File: config.mk
export PLATFORM = sky130hd
export DESIGN_NAME = avcc_hvcc_to_annexb_converter
export DESIGN_NICKNAME = d
export VERILOG_FILES = /design/src/rtl/anxb_pkg.sv /design/src/rtl/anxb_parser.sv /design/src/rtl/anxb_emitter.sv /design/src/rtl/avcc_hvcc_to_annexb_converter.sv
export SDC_FILE = /design/constraint.sdc
export NUM_CORES = 1
export LEC_CHECK = 0
export BUFFER_PORTS_ARGS = -buffer_cell sky130_fd_sc_hd__buf_4
export CAP_MARGIN = 40
export CORE_AREA = 4 4 122 147
export DETAILED_ROUTE_END_ITERATION = 8
export DIE_AREA = 0 0 126 151
export PLACE_DENSITY_LB_ADDON = 0.25
export SYNTH_ARGS = -nofsm -noshare
export SYNTH_HDL_FRONTEND = slang
export SYNTH_SLANG_ARGS = --single-unit
File: constraint.sdc
create_clock -name clk -period 7.1 [get_ports clk]
set_clock_uncertainty 0.05 [all_clocks]
set_input_delay 1.065 -clock clk [delete_from_list [all_inputs] [get_ports clk]]
set_output_delay 1.065 -clock clk [all_outputs]
set_load 0.05 [all_outputs]
File: src/rtl/anxb_pkg.sv
`timescale 1ns / 1ps

package anxb_pkg;

	typedef enum logic [3:0] {
		PH_HEADER    = 4'd0,
		PH_NAL_HI    = 4'd1,
		PH_NAL_LO    = 4'd2,
		PH_PAYLOAD   = 4'd3,
		PH_PPS_COUNT = 4'd4,
		PH_ARR_TYPE  = 4'd5,
		PH_ARR_HI    = 4'd6,
		PH_ARR_LO    = 4'd7,
		PH_DONE      = 4'd8
	} phase_t;

	typedef enum logic [1:0] {
		ST_OK        = 2'd0,
		ST_TOO_SHORT = 2'd1,
		ST_BAD_VER   = 2'd2,
		ST_TRUNC     = 2'd3
	} status_t;

	localparam logic       MODE_AVCC     = 1'b0;
	localparam logic [7:0] VERSION_ONE   = 8'h01;
	localparam logic [7:0] SC_LAST_BYTE  = 8'h01;
	localparam logic [4:0] POS_SAT       = 5'd23;
	localparam logic [4:0] AVC_POS_LS    = 5'd4;
	localparam logic [4:0] AVC_POS_NSPS  = 5'd5;
	localparam logic [4:0] AVC_MIN_LAST  = 5'd6;
	localparam logic [4:0] HVC_POS_LS    = 5'd21;
	localparam logic [4:0] HVC_POS_NARR  = 5'd22;
	localparam logic [4:0] HVC_MIN_LAST  = 5'd22;

	typedef struct packed {
		logic [7:0] data_byte;
		logic       last_byte;
	} in_item_t;

	typedef struct packed {
		logic       is_status;
		logic [7:0] out_byte;
		logic [1:0] status_code;
		logic [2:0] prefix_len;
		logic       run_end;
	} out_item_t;

	// everything one input byte produces: start code, payload byte, status
	typedef struct packed {
		logic       sc;
		logic       byte_en;
		logic [7:0] data;
		logic       st;
		status_t    code;
		logic [2:0] ls;
	} bundle_t;

endpackage

File: src/rtl/anxb_parser.sv
`timescale 1ns / 1ps

module anxb_parser import anxb_pkg::*; (
	input  logic       clk,
	input  logic       arst_n,
	input  logic       mode,
	input  logic       fire,
	input  in_item_t   item,
	output bundle_t    bundle
);

	phase_t      phase_q, ph_n;
	logic [4:0]  pos_q, pos_n;
	logic [2:0]  ps_q, ps_n;
	logic [7:0]  outer_q, outer_n;
	logic [15:0] inner_q, inner_n;
	logic [15:0] pay_q, pay_n;
	logic [7:0]  hb_q, hb_n;
	logic        vb_q, vb_n;

	function automatic phase_t group_end(input logic m, input logic [7:0] outer);
		if (m != MODE_AVCC) begin
			return (outer != 8'd0) ? PH_ARR_TYPE : PH_DONE;
		end
		return (outer != 8'd0) ? PH_PPS_COUNT : PH_DONE;
	endfunction

	always_comb begin
		logic [7:0] b;
		b       = item.data_byte;
		ph_n    = phase_q;
		ps_n    = ps_q;
		outer_n = outer_q;
		inner_n = inner_q;
		pay_n   = pay_q;
		hb_n    = hb_q;
		vb_n    = vb_q;
		bundle  = '0;
		bundle.data = b;

		unique case (phase_q)
			PH_HEADER: begin
				if (pos_q == 5'd0) vb_n = (b != VERSION_ONE);
				if (mode == MODE_AVCC) begin
					if (pos_q == AVC_POS_LS) ps_n = {1'b0, b[1:0]} + 3'd1;
					if (pos_q == AVC_POS_NSPS) begin
						inner_n = {11'd0, b[4:0]};
						outer_n = 8'd1;
						if (vb_n) begin
							ph_n = PH_DONE;
						end else if (inner_n == 16'd0) begin
							ph_n    = group_end(mode, outer_n);
							outer_n = 8'd0;
						end else begin
							ph_n = PH_NAL_HI;
						end
					end
				end else begin
					if (pos_q == HVC_POS_LS) ps_n = {1'b0, b[1:0]} + 3'd1;
					if (pos_q == HVC_POS_NARR) begin
						outer_n = b;
						if (vb_n) ph_n = PH_DONE;
						else ph_n = (b != 8'd0) ? PH_ARR_TYPE : PH_DONE;
					end
				end
			end
			PH_NAL_HI: begin
				hb_n = b;
				ph_n = PH_NAL_LO;
			end
			PH_NAL_LO: begin
				pay_n     = {hb_q, b};
				inner_n   = inner_q - 16'd1;
				bundle.sc = 1'b1;
				if (pay_n != 16'd0) begin
					ph_n = PH_PAYLOAD;
				end else if (inner_n == 16'd0) begin
					ph_n = group_end(mode, outer_q);
					if (mode == MODE_AVCC) outer_n = 8'd0;
				end else begin
					ph_n = PH_NAL_HI;
				end
			end
			PH_PAYLOAD: begin
				bundle.byte_en = 1'b1;
				pay_n = pay_q - 16'd1;
				if (pay_n == 16'd0) begin
					if (inner_q == 16'd0) begin
						ph_n = group_end(mode, outer_q);
						if (mode == MODE_AVCC) outer_n = 8'd0;
					end else begin
						ph_n = PH_NAL_HI;
					end
				end
			end
			PH_PPS_COUNT: begin
				inner_n = {8'd0, b};
				outer_n = 8'd0;
				ph_n    = (b == 8'd0) ? group_end(mode, 8'd0) : PH_NAL_HI;
			end
			PH_ARR_TYPE: begin
				outer_n = outer_q - 8'd1;
				ph_n    = PH_ARR_HI;
			end
			PH_ARR_HI: begin
				hb_n = b;
				ph_n = PH_ARR_LO;
			end
			PH_ARR_LO: begin
				inner_n = {hb_q, b};
				if (inner_n == 16'd0) begin
					ph_n = group_end(mode, outer_q);
					if (mode == MODE_AVCC) outer_n = 8'd0;
				end else begin
					ph_n = PH_NAL_HI;
				end
			end
			default: begin
			end
		endcase

		pos_n = (pos_q < POS_SAT) ? pos_q + 5'd1 : pos_q;

		if (item.last_byte) begin
			bundle.st = 1'b1;
			if (pos_q < ((mode != MODE_AVCC) ? HVC_MIN_LAST : AVC_MIN_LAST)) begin
				bundle.code = ST_TOO_SHORT;
			end else if (vb_n) begin
				bundle.code = ST_BAD_VER;
			end else begin
				bundle.code = (ph_n == PH_DONE || ph_n == PH_PPS_COUNT) ? ST_OK : ST_TRUNC;
				bundle.ls   = ps_n;
			end
			// record closed: back to a fresh parse
			ph_n    = PH_HEADER;
			pos_n   = 5'd0;
			ps_n    = 3'd0;
			outer_n = 8'd0;
			inner_n = 16'd0;
			pay_n   = 16'd0;
			hb_n    = 8'd0;
			vb_n    = 1'b0;
		end
	end

	always_ff @(posedge clk or negedge arst_n) begin
		if (!arst_n) begin
			phase_q <= PH_HEADER;
			pos_q   <= 5'd0;
			ps_q    <= 3'd0;
			outer_q <= 8'd0;
			inner_q <= 16'd0;
			pay_q   <= 16'd0;
			hb_q    <= 8'd0;
			vb_q    <= 1'b0;
		end else if (fire) begin
			phase_q <= ph_n;
			pos_q   <= pos_n;
			ps_q    <= ps_n;
			outer_q <= outer_n;
			inner_q <= inner_n;
			pay_q   <= pay_n;
			hb_q    <= hb_n;
			vb_q    <= vb_n;
		end
	end

	a_clear_on_last: assert property (@(posedge clk) disable iff (!arst_n)
		fire && item.last_byte |=> phase_q == PH_HEADER && pos_q == 5'd0)
		else $error("parse state not cleared after last beat");

	a_header_pos: assert property (@(posedge clk) disable iff (!arst_n)
		phase_q != PH_HEADER |-> pos_q >= AVC_MIN_LAST)
		else $error("left header before length field");

	a_one_kind: assert property (@(posedge clk) disable iff (!arst_n)
		!(bundle.sc && bundle.byte_en))
		else $error("start code and payload byte from one beat");

endmodule

File: src/rtl/anxb_emitter.sv
`timescale 1ns / 1ps

module anxb_emitter import anxb_pkg::*; (
	input  logic      clk,
	input  logic      arst_n,
	input  logic      load,
	input  bundle_t   bundle,
	output logic      free,
	output logic      out_valid,
	input  logic      out_ready,
	output out_item_t out_item
);

	bundle_t    bun_q;
	logic       res_valid_q;
	logic [2:0] idx_q;
	logic [2:0] n_data;
	logic [2:0] total;
	logic       item_last;

	assign n_data    = bun_q.sc ? 3'd4 : (bun_q.byte_en ? 3'd1 : 3'd0);
	assign total     = n_data + {2'b0, bun_q.st};
	assign item_last = (idx_q == total - 3'd1);
	assign free      = !res_valid_q || (out_ready && item_last);
	assign out_valid = res_valid_q;

	always_comb begin
		out_item = '0;
		out_item.run_end = item_last;
		if (idx_q < n_data) begin
			if (bun_q.sc) out_item.out_byte = (idx_q == 3'd3) ? SC_LAST_BYTE : 8'h00;
			else out_item.out_byte = bun_q.data;
		end else begin
			out_item.is_status   = 1'b1;
			out_item.status_code = bun_q.code;
			out_item.prefix_len  = bun_q.ls;
		end
	end

	always_ff @(posedge clk) begin
		if (load) bun_q <= bundle;
	end

	always_ff @(posedge clk or negedge arst_n) begin
		if (!arst_n) begin
			res_valid_q <= 1'b0;
			idx_q       <= 3'd0;
		end else if (load) begin
			res_valid_q <= 1'b1;
			idx_q       <= 3'd0;
		end else if (res_valid_q && out_ready) begin
			if (item_last) res_valid_q <= 1'b0;
			else idx_q <= idx_q + 3'd1;
		end
	end

	a_load_free: assert property (@(posedge clk) disable iff (!arst_n)
		load |-> free)
		else $error("result register overwritten");

	a_status_ends: assert property (@(posedge clk) disable iff (!arst_n)
		out_valid && out_item.is_status |-> out_item.run_end)
		else $error("status beat not last of its group");

	a_data_clean: assert property (@(posedge clk) disable iff (!arst_n)
		out_valid && !out_item.is_status |->
			out_item.status_code == ST_OK && out_item.prefix_len == 3'd0)
		else $error("data beat carries status fields");

	a_short_no_ls: assert property (@(posedge clk) disable iff (!arst_n)
		out_valid && out_item.is_status &&
			(out_item.status_code == ST_TOO_SHORT || out_item.status_code == ST_BAD_VER)
			|-> out_item.prefix_len == 3'd0)
		else $error("length size on failed header");

endmodule

File: src/rtl/avcc_hvcc_to_annexb_converter.sv
`timescale 1ns / 1ps
// an accepted byte is registered in the input stage; its beats are registered in the result register once that is free
// throughput: one byte per cycle while out_ready holds; a byte that closes a NAL length yields four beats
//   (the start code), and the byte flagged last adds one status beat
// the result register holds the beats of one byte and reloads in the cycle its last beat leaves
// reset: async active low, clears parse state, pipeline valids and codec_mode to avcC

module avcc_hvcc_to_annexb_converter import anxb_pkg::*; (
	input  logic      clk,
	input  logic      arst_n,
	input  logic      cfg_we,
	input  logic      cfg_wdata,
	input  logic      in_valid,
	output logic      in_ready,
	input  in_item_t  in_item,
	output logic      out_valid,
	input  logic      out_ready,
	output out_item_t out_item
);

	in_item_t in_s1;
	logic     valid_s1;
	logic     codec_mode_q;
	logic     free;
	logic     advance;
	logic     load;
	bundle_t  bundle;

	assign advance  = valid_s1 && free;
	assign load     = advance && (bundle.sc || bundle.byte_en || bundle.st);
	assign in_ready = !valid_s1 || advance;

	always_ff @(posedge clk or negedge arst_n) begin
		if (!arst_n) begin
			codec_mode_q <= MODE_AVCC;
		end else if (cfg_we) begin
			codec_mode_q <= cfg_wdata;
		end
	end

	always_ff @(posedge clk) begin
		if (in_valid && in_ready) in_s1 <= in_item;
	end

	always_ff @(posedge clk or negedge arst_n) begin
		if (!arst_n) begin
			valid_s1 <= 1'b0;
		end else if (in_valid && in_ready) begin
			valid_s1 <= 1'b1;
		end else if (advance) begin
			valid_s1 <= 1'b0;
		end
	end

	anxb_parser u_parser (
		.clk    (clk),
		.arst_n (arst_n),
		.mode   (codec_mode_q),
		.fire   (advance),
		.item   (in_s1),
		.bundle (bundle)
	);

	anxb_emitter u_emitter (
		.clk       (clk),
		.arst_n    (arst_n),
		.load      (load),
		.bundle    (bundle),
		.free      (free),
		.out_valid (out_valid),
		.out_ready (out_ready),
		.out_item  (out_item)
	);

	a_hold_s1: assert property (@(posedge clk) disable iff (!arst_n)
		valid_s1 && !free |=> valid_s1 && $stable(in_s1))
		else $error("staged beat lost while output stalled");

	a_last_status: assert property (@(posedge clk) disable iff (!arst_n)
		advance && in_s1.last_byte |=> out_valid)
		else $error("last beat produced no status");

endmodule

==> results of run 1 <==
## routing by layer
layer | wire, um | share of wire
met4 | 535 | 0.031
met2 | 8040 | 0.46
met5 | 0 | 0
met3 | 1010 | 0.058
met1 | 7920 | 0.45
## through the flow
| step | instance area, um2 | util | cells | total power [mW] |
|---|---|---|---|---|
| 2_1_floorplan | 6020 | - | 698 | 2.32 |
| 3_3_place_gp | 6350 | 0.381 | 906 | 2.73 |
| 3_5_place_dp | 6410 | 0.385 | 910 | 2.80 |
| 4_1_cts | 6700 | 0.402 | 926 | 3.28 |
| 5_1_grt | 6710 | 0.403 | 927 | 3.52 |
| 6_report | 6710 | 0.403 | 927 | 3.29 |
## placed cells by master (no fill, tap or decap), types with 3 or more instances in the layout
cell	Yosys	layout
inv_1	24	24
or2_2	3	3
and2_1	12	12
nor4_2	3	3
o21ai_0	68	68
and3_1	11	11
nor3_1	30	30
o22ai_1	6	6
a31o_2	7	7
buf_4	1	34
ha_1	17	17
nor4b_1	3	3
a21oi_1	48	48
dfrtp_1	67	67
nand2_1	67	67
clkbuf_16	0	9
nor4_1	19	19
a311o_1	3	3
a31oi_1	10	10
o211ai_1	4	4
nand2b_1	4	4
xnor2_1	12	12
o31ai_1	7	7
nor3b_1	7	7
nor2_1	71	71
a22oi_1	17	17
or4_1	7	7
a21o_1	7	7
nand3_1	13	13
mux2i_1	9	9
nor2b_1	13	13
edfxtp_1	25	25
xor2_1	9	9
a221o_1	3	3
nand3b_1	5	5
## flip-flops by register name (all words and copies together) (netlist names)
| signal | cells |
|---|---|
| codec_mode_q | 1 |
| in_s1 | 9 |
| u_emitter.bun_q | 16 |
| u_emitter.idx_q | 3 |
| u_emitter.out_valid | 1 |
| u_parser.hb_q | 8 |
| u_parser.inner_q | 16 |
| u_parser.outer_q | 8 |
| u_parser.pay_q | 16 |
| u_parser.phase_q | 4 |
| u_parser.pos_q | 5 |
| u_parser.ps_q | 3 |
| u_parser.vb_q | 1 |
| valid_s1 | 1 |
## logic make-up after synthesis
| group | after synthesis |
|---|---|
| simple gates | 285 |
| compound gates | 205 |
| flops | 92 |
| buf+inv | 67 |
| xor+xnor | 21 |
| fa+ha+maj | 17 |
| mux | 11 |
## worst reg2reg max path, stage by stage (launching register included)
cell and delay (ns):
edfxtp_1 0.44, inv_1 0.18, nand2_1 0.10, ha_1 0.31
xnor2_1 0.14, o31ai_1 0.55, and2_1 0.49, o21ai_1 0.12
buf_4 0.22, clkinv_1 0.46, nand2_1 0.47, o31ai_1 0.34
## synthesized netlist by cell type, types with 3 or more instances
library cell | number | area (um2)
nor2_1 | 71 | 267
o21ai_0 | 68 | 340
dfrtp_1 | 67 | 1680
nand2_1 | 67 | 251
a21oi_1 | 48 | 240
clkbuf_1 | 31 | 116
nor3_1 | 30 | 150
edfxtp_1 | 25 | 751
inv_1 | 24 | 90.1
nor4_1 | 19 | 119
a22oi_1 | 17 | 128
ha_1 | 17 | 213
nand3_1 | 13 | 65.1
nor2b_1 | 13 | 81.3
and2_1 | 12 | 75.1
xnor2_1 | 12 | 105
and3_1 | 11 | 68.8
a31oi_1 | 10 | 62.6
mux2i_1 | 9 | 90.1
xor2_1 | 9 | 78.8
a21o_1 | 7 | 52.6
a31o_2 | 7 | 61.3
nor3b_1 | 7 | 52.6
o31ai_1 | 7 | 52.6
or4_1 | 7 | 52.6
o22ai_1 | 6 | 37.5
buf_2 | 5 | 25.0
nand3b_1 | 5 | 37.5
nand2b_1 | 4 | 25.0
o211ai_1 | 4 | 30.0
a221o_1 | 3 | 30.0
a311o_1 | 3 | 30.0
buf_6 | 3 | 33.8
nor4_2 | 3 | 37.5
nor4b_1 | 3 | 26.3
or2_2 | 3 | 18.8
## worst max-delay path by stage
stage / slack [ns] / endpoint / startpoint
after floorplan: 3.67 / out_item[6] / u_emitter.bun_q[15]
after global placement: 3.15 / u_parser.pay_q[0] / out_ready
after detailed placement: 3.11 / u_parser.pay_q[0] / out_ready
after CTS: 3.12 / u_parser.pay_q[0] / u_emitter.bun_q[15]
after global routing: 2.66 / u_parser.pay_q[0] / u_emitter.bun_q[15]
final: 3.14 / u_parser.pay_q[0] / u_emitter.bun_q[15]
## layout make-up
| class | count | area, um2 | area share |
|---|---|---|---|
| well taps | 216 | 270 | 0.0403 |
| clock buffers | 10 | 229 | 0.0341 |
| flip-flops and latches | 92 | 2430 | 0.362 |
| repair buffers | 38 | 323 | 0.0481 |
| inverters | 26 | 97.6 | 0.0146 |
| multi-input cells | 539 | 3300 | 0.493 |
| clock inverters | 6 | 53.8 | 0.00802 |
## power by group through the flow
stage	sequential (mW)	combinational (mW)	clock [mW]
6_report	1.05	1.78	0.471
5_1_grt	1.07	1.94	0.505
4_1_cts	1.04	1.76	0.483
3_5_place_dp	1.05	1.75	0
3_3_place_gp	1.04	1.69	0
2_1_floorplan	0.903	1.42	0
==> summary.md, run 1 <==
| Metric | Value |
|---|---|
| Initial antenna violation count | `0` |
| Peak VDD IR | `0.297 mV` |
| RSZ-0062 raised after global routing | `no` |
| P_int | `1.65 mW` |
| Run status | `complete, no violations` |
| Worst skew pair latency | `0.35 ns` |
| Antenna Nets Post-Route | `0` |
| Clock Sink Count | `between 90 and 100` |
| Met3 Use GR | `0.0261` |
| Largest family of logic cells by synthesized area | `simple AND/OR/NAND/NOR gates` |
| Setup tns final | `0 ns` |
| Simple-gate share of the synthesized area | `0.250` |
| Post-Synth Adder-Cell Area | `0.0354` |
| Core Region | `about 17,000 um2` |
| Syn_nets | `between 700 and 800` |
| Largest net degree at the start of global routing | `40` |
| Clk network pwr share | `0.143` |
| CTS tree | `done` |
| CP max stage cell | `o31ai_1` |
| Worst reg-to-reg path cell count | `11` |
| Cell count along the critical path | `11` |
| Synth Register Bits | `just over 90` |
| Seq pwr share | `0.318` |
| Setup-failing EPs final | `0` |
| Post-Synthesis Cells | `698` |
| R2r setup slk | `around 3.1 ns` |
| Post-DP HPWL | `12,100 um` |
| Pins Over Slew Limit | `0` |
| Post-synth EDFFs | `25` |
| Post-CTS sizing | `0` |
| Die Footprint | `19,000 um2` |
| Family with the most delay on the worst path | `simple AND/OR/NAND/NOR gates` |
| Sw Pwr | `1.65 mW` |
| Total GRT Usage | `0.183` |
| Setup Fix Bufs, Post-CTS | `0` |
| Final Worst Setup Slack | `3.14 ns` |
| RR Startpoint | `u_emitter.bun_q[15]` |
| Setup CP Type | `register to register` |
| Total wire length | `between 15,000 and 20,000 um` |
| CTS Buffer Depth | `2` |
| Rel. slew slack | `0.421` |
| Leak Pwr | `about 2.7 nW` |
| Area growth from synthesis to layout | `11.5%` |
| Drt via density | `about 5.9` |
| Yosys cell types | `70` |
| Synth Area in XOR/XNOR | `0.0306` |
| CP max stage delay | `0.55 ns` |
| Vias in the first global route | `5,113` |
| Comb pwr share | `0.539` |
| First-pass GRT wire length | `27,600 um` |
| Worst EP required | `~7.3 ns` |
| Sw frac | `0.500` |
| Syn Area/Cell | `about 8.6 um2` |
| # port buffers | `31` |
| First-pass iteration count of the detailed router | `6` |
| HP Start | `u_parser.ps_q[0]` |
| Total gr overflow | `0` |
| # Max-Cap Violations | `0` |
| Worst r2r dst | `u_parser.pay_q[0]` |
| Ys async rst share | `0.728` |
| CP Data Arrival Time | `4.16 ns` |
| Final GP Congestion | `~0.86` |
| Cts hold-fix bufs | `0` |
| Main flop type after synthesis | `dfrtp_1` |
| Multiplexer share of the synthesized area | `0.0187` |
| Period utilisation layout | `0.557` |
| Routing usage on met1 | `0.246` |
| Cell row count | `52` |
| Routed wire per std cell | `18.9 um` |
| Fin Hold WS | `0.459 ns` |
| TritonCTS Buffers | `9` |
| Fraction of layout cells with a size suffix above 1 | `0.103` |
| 1st-iter DRT viols | `503` |
| Tightest Pin Transition | `0.861 ns` |
| Filler cells | `1,715` |
| Routed vias | `between 5,000 and 6,000` |
| Clock transition at path regs | `0.07 ns` |
| Grt met2 use | `0.291` |
| Die H | `151 um` |
| Antenna Cells | `0` |
| Endpoint class of the critical path | `register` |
| Compound-cell area share of the yosys netlist | `0.214` |
| Startpoint Class | `register` |
| Max FO, Critical Path | `23` |
| Ports | `32` |
| Worst Hold Class | `register to register` |
| Min Tclk post-route | `approximately 4 ns` |
| Initial core utilization | `0.361` |
| Root Buffer | `clkbuf_16` |
| Register area share after synthesis | `0.403` |
| Critical path buffer and inverter count | `3` |
| Power Density | `a little under 500 nW/um2` |
| DR DRC count | `0` |
| Synth warnings | `0` |
| H-tree Lvls | `3` |
| GRT Max-Usage Layer | `met2` |
| Dpl ws | `3.11 ns` |
| F_max | `~250 MHz` |
| Worst Hold End | `u_parser.ps_q[0]` |
| Critical-path cell list | `inv_1 -> nand2_1 -> ha_1 -> xnor2_1 -> o31ai_1 -> and2_1 -> o21ai_1 -> buf_4 -> clkinv_1 -> nand2_1 -> o31ai_1` |
| Fin. Hold Viols | `0` |
| Layout net count | `738` |
| Mapped Area | `6020 um2` |
| Die width | `126 um` |
| Hold path cells | `2` |
(Power assumes the default switching activity.)
==> run 2: changes to the inputs <==
ABC_AREA = 1   (was unset)
CORE_AREA = 4 4 123 149   (was 4 4 122 147)
DIE_AREA = 0 0 127 153   (was 0 0 126 151)
clock period = 3.4 ns   (was 7.1 ns; I/O delays follow)
==> run 2 against run 1 <==
Against the previous run:
- sequential power grew 76%
- total power grew 120%
- highest routed layer unchanged
- clock-buffer cell count is the same
- utilization grew 1.8 points
- area after synthesis grew 2.6%
- largest cell class unchanged
- setup slack lost 2.8 ns
- worst hold slack lost 0.42 ns
- sequential share of layout area shrank 1.8 points
- final cell count grew 22%
==> summary.md, run 2 <==
| Metric | Value |
|---|---|
| Worst reg-to-reg path cell count | `13 (was 11)` |
| Register area share after synthesis | `0.393 (was 0.403)` |
| Rel. slew slack | `0.525 (was 0.421)` |
| Layout net count | `939 (was 738)` |
| First-pass iteration count of the detailed router | `6 (unchanged)` |
| Final Util | `0.420 (was 0.403)` |
| Finished Cell Area | `7060 um2 (was 6710 um2)` |
| Commonest cells post-synth | `nand2_1 (208), inv_1 (124), nor2_1 (118), dfrtp_1 (67), o21ai_0 (65) (was nor2_1 (71), o21ai_0 (68), dfrtp_1 (67), nand2_1 (67), a21oi_1 (48))` |
| DR DRC count | `0 (unchanged)` |
| CP startpoint | `u_emitter.bun_q[15] (unchanged)` |
| Worst r2r dst | `u_parser.hb_q[6] (was u_parser.pay_q[0])` |
| CP Data Arrival Time | `2.47 ns (was 4.16 ns)` |
| Die Footprint | `19,400 um2 (was 19,000 um2)` |
| Drt via density | `5.21 (was 5.88)` |
| Total power | `7.21 mW (was 3.29 mW)` |
| Tightest Pin Transition | `0.710 ns (was 0.861 ns)` |
| Peak VDD IR | `0.503 mV (was 0.297 mV)` |
| Run status | `complete, no violations (unchanged)` |
| Worst Setup EP | `out_item[6] (was u_parser.pay_q[0])` |
| Pins Over Slew Limit | `0 (unchanged)` |
| Post-DP Area | `6750 um2 (was 6410 um2)` |
| Syn Area/Cell | `7.13 um2 (was 8.62 um2)` |
| R2r setup slk | `0.41 ns (was 3.14 ns)` |
| Setup-failing EPs final | `0 (unchanged)` |
| Final GP Congestion | `0.994 (was 0.856)` |
| Mapped Area | `6170 um2 (was 6020 um2)` |
| RSZ-0062 raised after global routing | `no (unchanged)` |
| Period utilisation layout | `0.890` |
| Initial antenna violation count | `0 (unchanged)` |
| Power Density | `1020 nW/um2 (was 491 nW/um2)` |
| Yosys cell types | `47 (was 70)` |
| Routed vias | `5,879 (was 5,452)` |
| RR Startpoint | `u_emitter.bun_q[15] (unchanged)` |
| Fraction of layout cells with a size suffix above 1 | `0.103 (about the same)` |
| Synth area leaders | `dfrtp_1 (27%), nand2_1 (13%), edfxtp_1 (12%), inv_1 (7.5%), nor2_1 (7.2%) (was dfrtp_1 (28%), edfxtp_1 (12%), o21ai_0 (5.7%), nor2_1 (4.4%), nand2_1 (4.2%))` |
| CTS tree | `done (unchanged)` |
| Final Worst Setup Slack | `0.373 ns (was 3.14 ns)` |
| Count leader, synth | `nand2_1 (was nor2_1)` |
| Fin Hold WS | `0.0343 ns (was 0.459 ns)` |
| Area growth from synthesis to layout | `14.4% (was 11.5%)` |
| 1st-iter DRT viols | `450 (was 503)` |
| Cell count after placement | `1,112 (was 910)` |
| Largest registers | `u_emitter.bun_q (16), u_parser.inner_q (16), u_parser.pay_q (16) (unchanged)` |
| Ys async rst share | `0.728 (unchanged)` |
| Ports | `32 (unchanged)` |
| Antenna Nets Post-Route | `0 (unchanged)` |
| H-tree Lvls | `3 (unchanged)` |
| First-pass GRT wire length | `29,400 um (was 27,600 um)` |
| Antenna Cells | `0 (unchanged)` |
| Post-synth EDFFs | `25 (unchanged)` |
| TritonCTS Buffers | `9 (unchanged)` |
| Synth warnings | `0 (unchanged)` |
| Synth Register Bits | `92 (unchanged)` |
| Worst Hold Class | `input port to async pin (was register to register)` |
| Syn_nets | `898 (was 730)` |
| CTS Buffer Depth | `2 (unchanged)` |
| Leak Pwr | `3.43 nW (was 2.75 nW)` |
| Core Region | `16,800 um2 (was 16,700 um2)` |
| Min Tclk post-route | `just over 3 ns` |
| Main flop type after synthesis | `dfrtp_1 (unchanged)` |
| Clock Sink Count | `92 (unchanged)` |
| Die width | `127 um (was 126 um)` |
| Routed wire per std cell | `16.2 um (was 18.9 um)` |
| Post-DP HPWL | `13,900 um (was 12,100 um)` |
| # Max-Cap Violations | `0 (unchanged)` |
| Post-Synthesis Cells | `866 (was 698)` |
| Cell row count | `52 (unchanged)` |
| Commonest non-fill, non-tap cells in the layout | `nand2_1 (208), inv_1 (124), nor2_1 (118) (was nor2_1 (71), o21ai_0 (68), nand2_1 (67), dfrtp_1 (67), a21oi_1 (48))` |
| Largest area contributor in the netlist | `dfrtp_1 (unchanged)` |
| Die H | `153 um (was 151 um)` |
| Max FO, Critical Path | `10 (was 23)` |
| Fin. Hold Viols | `0 (unchanged)` |
| Dpl ws | `0.473 ns (was 3.11 ns)` |
| Root Buffer | `clkbuf_16 (unchanged)` |
| Total GRT Usage | `0.191 (was 0.183)` |
| Worst skew pair latency | `0.35 ns (about the same)` |
| Worst EP required | `2.84 ns (was 7.30 ns)` |
| Fin cells | `1,128 (was 927)` |
| Multi-input gate area | `3160 um2 (was 3300 um2)` |
| Vias in the first global route | `5,599 (was 5,113)` |
| Total gr overflow | `0 (unchanged)` |
| Synth top area share | `0.272 (was 0.279)` |
| Most common cell after layout, fill and taps aside | `nand2_1 (was nor2_1)` |
| # port buffers | `31 (unchanged)` |
| Clock transition at path regs | `0.07 ns (about the same)` |
| Filler cells | `1,771 (was 1,715)` |
| F_max | `about 330 MHz` |
| Largest net degree at the start of global routing | `41 (was 40)` |
| Startpoint Class | `register (unchanged)` |
| Setup CP Type | `register to output pin (was register to register)` |
| Setup tns final | `0 ns (unchanged)` |
| Register area | `2430 um2 (unchanged)` |
| Endpoint class of the critical path | `output pin (was register)` |
| Total wire length | `18,200 um (was 17,500 um)` |
| Initial core utilization | `0.368 (was 0.361)` |
| Cts hold-fix bufs | `0 (unchanged)` |
==> run 2: cell types whose count changed in the layout (fill, tap and decap cells not counted), moves of 11 or more <==
cell	previous run	this run
buf_4	34	46
a21oi_1	48	23
nor2_1	71	118
nand2_1	67	208
nor4_1	19	4
inv_1	24	124
nand3_1	13	64
o22ai_1	6	25
xnor2_1	12	1
nor3_1	30	9
nor2b_1	13	0
==> run 2: final cells by class <==
cell class,instances,area share
Multi-Input combinational cell,623,0.448
Sequential cell,92,0.344
Inverter,133,0.0713
Timing Repair Buffer,48,0.0557
Tap cell,216,0.0383
Clock buffer,10,0.0324
Clock inverter,6,0.0106
==> run 2: cell families after synthesis <==
kind of cell	count (synthesis)	synth area share
compound gates	157	0.153
xor+xnor	11	0.0168
simple gates	438	0.308
buf+inv	151	0.0949
flops	92	0.393
fa+ha+maj	17	0.0345
==> run 2: what timing repair did <==
action,in CTS,in global routing
buffers inserted,0,0
setup endpoints to repair,0,3
resized for setup,0,2
==> run 2: how the worst min path moves through the flow <==
stage	slack, ns	startpoint	cells after the start	end
3_3_place_gp	0.42	u_parser.outer_q[0]	2	u_parser.outer_q[0]
5_1_grt	0.06	arst_n	1	u_parser.pay_q[5]
3_5_place_dp	0.42	u_parser.outer_q[0]	2	u_parser.outer_q[0]
2_1_floorplan	0.16	arst_n	0	codec_mode_q
4_1_cts	0.04	arst_n	1	u_parser.pay_q[3]
6_report	0.03	arst_n	1	u_parser.pay_q[5]
==> run 2: layer usage <==
metal / up-vias / GRT usage / wire length (um) / part of all wire
met1: 2733 / 0.248 / 7870 / 0.43
met4: 0 / 0.0991 / 837 / 0.046
met5: - / 0 / 0 / 0
li1: 2925 / - / - / -
met3: 45 / 0.0304 / 946 / 0.052
met2: 176 / 0.305 / 8590 / 0.47
==> run 2: worst max-delay path, stage by stage (launching register included) <==
cell	delay (ns)
edfxtp_1	0.39
clkinv_1	0.24
ha_1	0.37
a21oi_1	0.12
and2_2	0.31
clkinvlp_4	0.22
a21oi_1	0.23
buf_4	0.24
==> run 2: where the power goes <==
| group | leakage, nW | total, mW | internal, mW | switching, mW |
|---|---|---|---|---|
| Combinational | 2.15 | 4.29 | 1.32 | 2.97 |
| Clock | 0.146 | 1.07 | 0.585 | 0.486 |
| Sequential | 1.13 | 1.85 | 1.51 | 0.336 |
==> run 3: changes to the inputs <==
CORE_AREA = 4 4 112 136   (was 4 4 123 149)
DIE_AREA = 0 0 116 140   (was 0 0 127 153)
HOLD_SLACK_MARGIN = 0.15   (was unset)
clock period = 3.5 ns   (was 3.4 ns; I/O delays follow)
==> run 3 against run 2 <==
Against the previous run:
- die area is 16% lower
- utilization is 7.1 points higher
- worst hold slack better by 0.25 ns
- total power is 5.0% lower
- wire length is 6.3% lower
- largest cell class unchanged
- non-clock buffer count is 10 lower
- global-route usage is 2.5 points higher
- setup slack worse by 0.050 ns
==> summary.md, run 3 (same netlist as run 2, synthesis figures left out) <==
| Metric | Value |
|---|---|
| Run status | `complete, no violations (unchanged)` |
| Initial antenna violation count | `0 (unchanged)` |
| CP max stage cell | `edfxtp_1 (unchanged)` |
| Commonest non-fill, non-tap cells in the layout | `nand2_1 (207), inv_1 (124), nor2_1 (118) (was nand2_1 (208), inv_1 (124), nor2_1 (118))` |
| Setup tns final | `0 ns (unchanged)` |
| Root Buffer | `clkbuf_16 (unchanged)` |
| Clock Sink Count | `92 (unchanged)` |
| # Max-Cap Violations | `0 (unchanged)` |
| Max FO, Critical Path | `10 (unchanged)` |
| Cell count after placement | `1,060 (was 1,112)` |
| Drt via density | `5.39 (was 5.21)` |
| TritonCTS Buffers | `9 (unchanged)` |
| Rel. slew slack | `0.430 (was 0.525)` |
| P_int | `3.21 mW (was 3.42 mW)` |
| CP max stage delay | `0.39 ns (about the same)` |
| Leak Pwr | `3.37 nW (was 3.43 nW)` |
| Final GP Congestion | `0.944 (was 0.994)` |
| Vias in the first global route | `5,413 (was 5,599)` |
| Total gr overflow | `0 (unchanged)` |
| Power Density | `991 nW/um2 (was 1020 nW/um2)` |
| Total wire length | `17,100 um (was 18,200 um)` |
| Worst skew pair latency | `0.36 ns (was 0.35 ns)` |
| Comb pwr share | `0.596 (was 0.595)` |
| H-tree Lvls | `3 (unchanged)` |
| 1st-iter DRT viols | `552 (was 450)` |
| Initial core utilization | `0.439 (was 0.368)` |
| Filler cells | `1,460 (was 1,771)` |
| Largest registers | `u_emitter.bun_q (16), u_parser.inner_q (16), u_parser.pay_q (16) (unchanged)` |
| Startpoint Class | `register (unchanged)` |
| Endpoint class of the critical path | `output pin (unchanged)` |
| Fin cells | `1,077 (was 1,128)` |
| Die width | `116 um (was 127 um)` |
| F_max | `315 MHz` |
| Core Region | `14,100 um2 (was 16,800 um2)` |
| Peak VDD IR | `0.545 mV (was 0.503 mV)` |
| Final Util | `0.492 (was 0.420)` |
| Cell row count | `48 (was 52)` |
| Fin Hold WS | `0.289 ns (was 0.0343 ns)` |
| Antenna Nets Post-Route | `0 (unchanged)` |
| Worst Hold Class | `input port to register (was input port to async pin)` |
| Total GRT Usage | `0.216 (was 0.191)` |
| RSZ-0062 raised after global routing | `no (unchanged)` |
| Area growth from synthesis to layout | `12.0% (was 14.4%)` |
| Die H | `140 um (was 153 um)` |
| Critical path buffer and inverter count | `3 (unchanged)` |
| Layout net count | `929 (was 939)` |
| First-pass iteration count of the detailed router | `5 (was 6)` |
| Setup-failing EPs final | `0 (unchanged)` |
| # port buffers | `31 (unchanged)` |
| DR DRC count | `0 (unchanged)` |
| CTS tree | `done (unchanged)` |
| CP Data Arrival Time | `2.60 ns (was 2.47 ns)` |
| Sw Pwr | `3.64 mW (was 3.79 mW)` |
| Clock transition at path regs | `0.07 ns (about the same)` |
| Period utilisation layout | `0.908` |
| CTS Buffer Depth | `2 (unchanged)` |
| Ports | `32 (unchanged)` |
| Total power | `6.85 mW (was 7.21 mW)` |
| Post-DP HPWL | `12,900 um (was 13,900 um)` |
| Routed wire per std cell | `15.9 um (was 16.2 um)` |
| Worst EP required | `2.92 ns (was 2.84 ns)` |
| Setup CP Type | `register to output pin (unchanged)` |
| Seq pwr share | `0.265 (was 0.256)` |
| Critical-path cell list | `clkinv_1 -> ha_1 -> a21oi_1 -> and2_1 -> clkinv_1 -> a21oi_1 -> buf_4 (was clkinv_1 -> ha_1 -> a21oi_1 -> and2_2 -> clkinvlp_4 -> a21oi_1 -> buf_4)` |
| Tightest Pin Transition | `0.852 ns (was 0.710 ns)` |
| Largest net degree at the start of global routing | `48 (was 41)` |
| Fraction of layout cells with a size suffix above 1 | `0.0909 (was 0.103)` |
| Most common cell after layout, fill and taps aside | `nand2_1 (unchanged)` |
| Sw frac | `0.532 (was 0.526)` |
| Routed vias | `5,800 (was 5,879)` |
| Clk network pwr share | `0.139 (was 0.148)` |
| Pins Over Slew Limit | `0 (unchanged)` |
| Die Footprint | `16,200 um2 (was 19,400 um2)` |
| First-pass GRT wire length | `27,500 um (was 29,400 um)` |
| Antenna Cells | `0 (unchanged)` |
| Family with the most delay on the worst path | `buffers and inverters (unchanged)` |
| Fin. Hold Viols | `0 (unchanged)` |
| Min Tclk post-route | `3.18 ns` |
run 3: worst register-to-register path: stages, from the launching register on:
cell and delay (ns):
edfxtp_1 0.43, clkinv_1 0.17, nand2_1 0.10, ha_1 0.25, xnor2_1 0.15, xor2_1 0.14
nand2_1 0.11, inv_1 0.08, nand2_1 0.09, nand2_1 0.08, nand2_1 0.27, inv_2 0.17
nand2_2 0.23, clkinv_2 0.28, a31oi_1 0.32, a21oi_1 0.10, inv_1 0.07
run 3: routing by layer:
| layer | track usage | wire, um | part of all wire | vias up |
|---|---|---|---|---|
| met5 | 0 | 0 | 0 | - |
| met4 | 0.108 | 672 | 0.039 | 0 |
| met3 | 0.0333 | 843 | 0.049 | 39 |
| met2 | 0.339 | 7910 | 0.46 | 175 |
| met1 | 0.288 | 7670 | 0.45 | 2683 |
| li1 | - | - | - | 2903 |
run 3: timing repair:
item                       CTS  global route
hold buffers                 1             0
setup buffers                0             0
resized for setup            0             2
setup endpoints to repair    0            19
hold endpoints to repair    20             0
run 3: power groups by stage:
stage	clock network [mW]	logic [mW]	registers, mW
6_report	0.952	4.08	1.81
3_3_place_gp	0	4.00	1.83
4_1_cts	0.971	4.05	1.81
5_1_grt	1.02	4.57	1.85
2_1_floorplan	0	3.10	1.72
3_5_place_dp	0	4.03	1.82
run 3: stage by stage:
step / area (um2) / worst slack, ns
after global routing: 6910 / 0.00655
after CTS: 6910 / 0.161
after detailed placement: 6620 / 0.205
after floorplan: 6170 / 0.187
final: 6910 / 0.323
after global placement: 6590 / 0.324
run 3: path summary, 6_finish.rpt:
kind                                           from             endpoint  slack, ns  cells after the start
worst max-delay path            u_emitter.bun_q[15]          out_item[6]       0.32                      7
worst min-delay path                     in_item[7]             in_s1[7]       0.29                      1
worst max register to register  u_emitter.bun_q[15]   u_emitter.idx_q[1]       0.35                     16
worst min register to register  u_parser.outer_q[0]  u_parser.outer_q[0]       0.43                      2
max in group asynchronous                    arst_n    u_parser.pay_q[2]       2.28                      3
min in group asynchronous                    arst_n  u_parser.outer_q[3]       0.56                      2
run 3: cell type report:
cell class              count  area (um2)  area share
multi-input cells         623        3160       0.457
clock inverters             6        55.1     0.00796
well taps                 175         219      0.0317
clock buffers              10         229      0.0331
flip-flops and latches     92        2430       0.351
repair buffers             38         320      0.0463
inverters                 133         500      0.0724
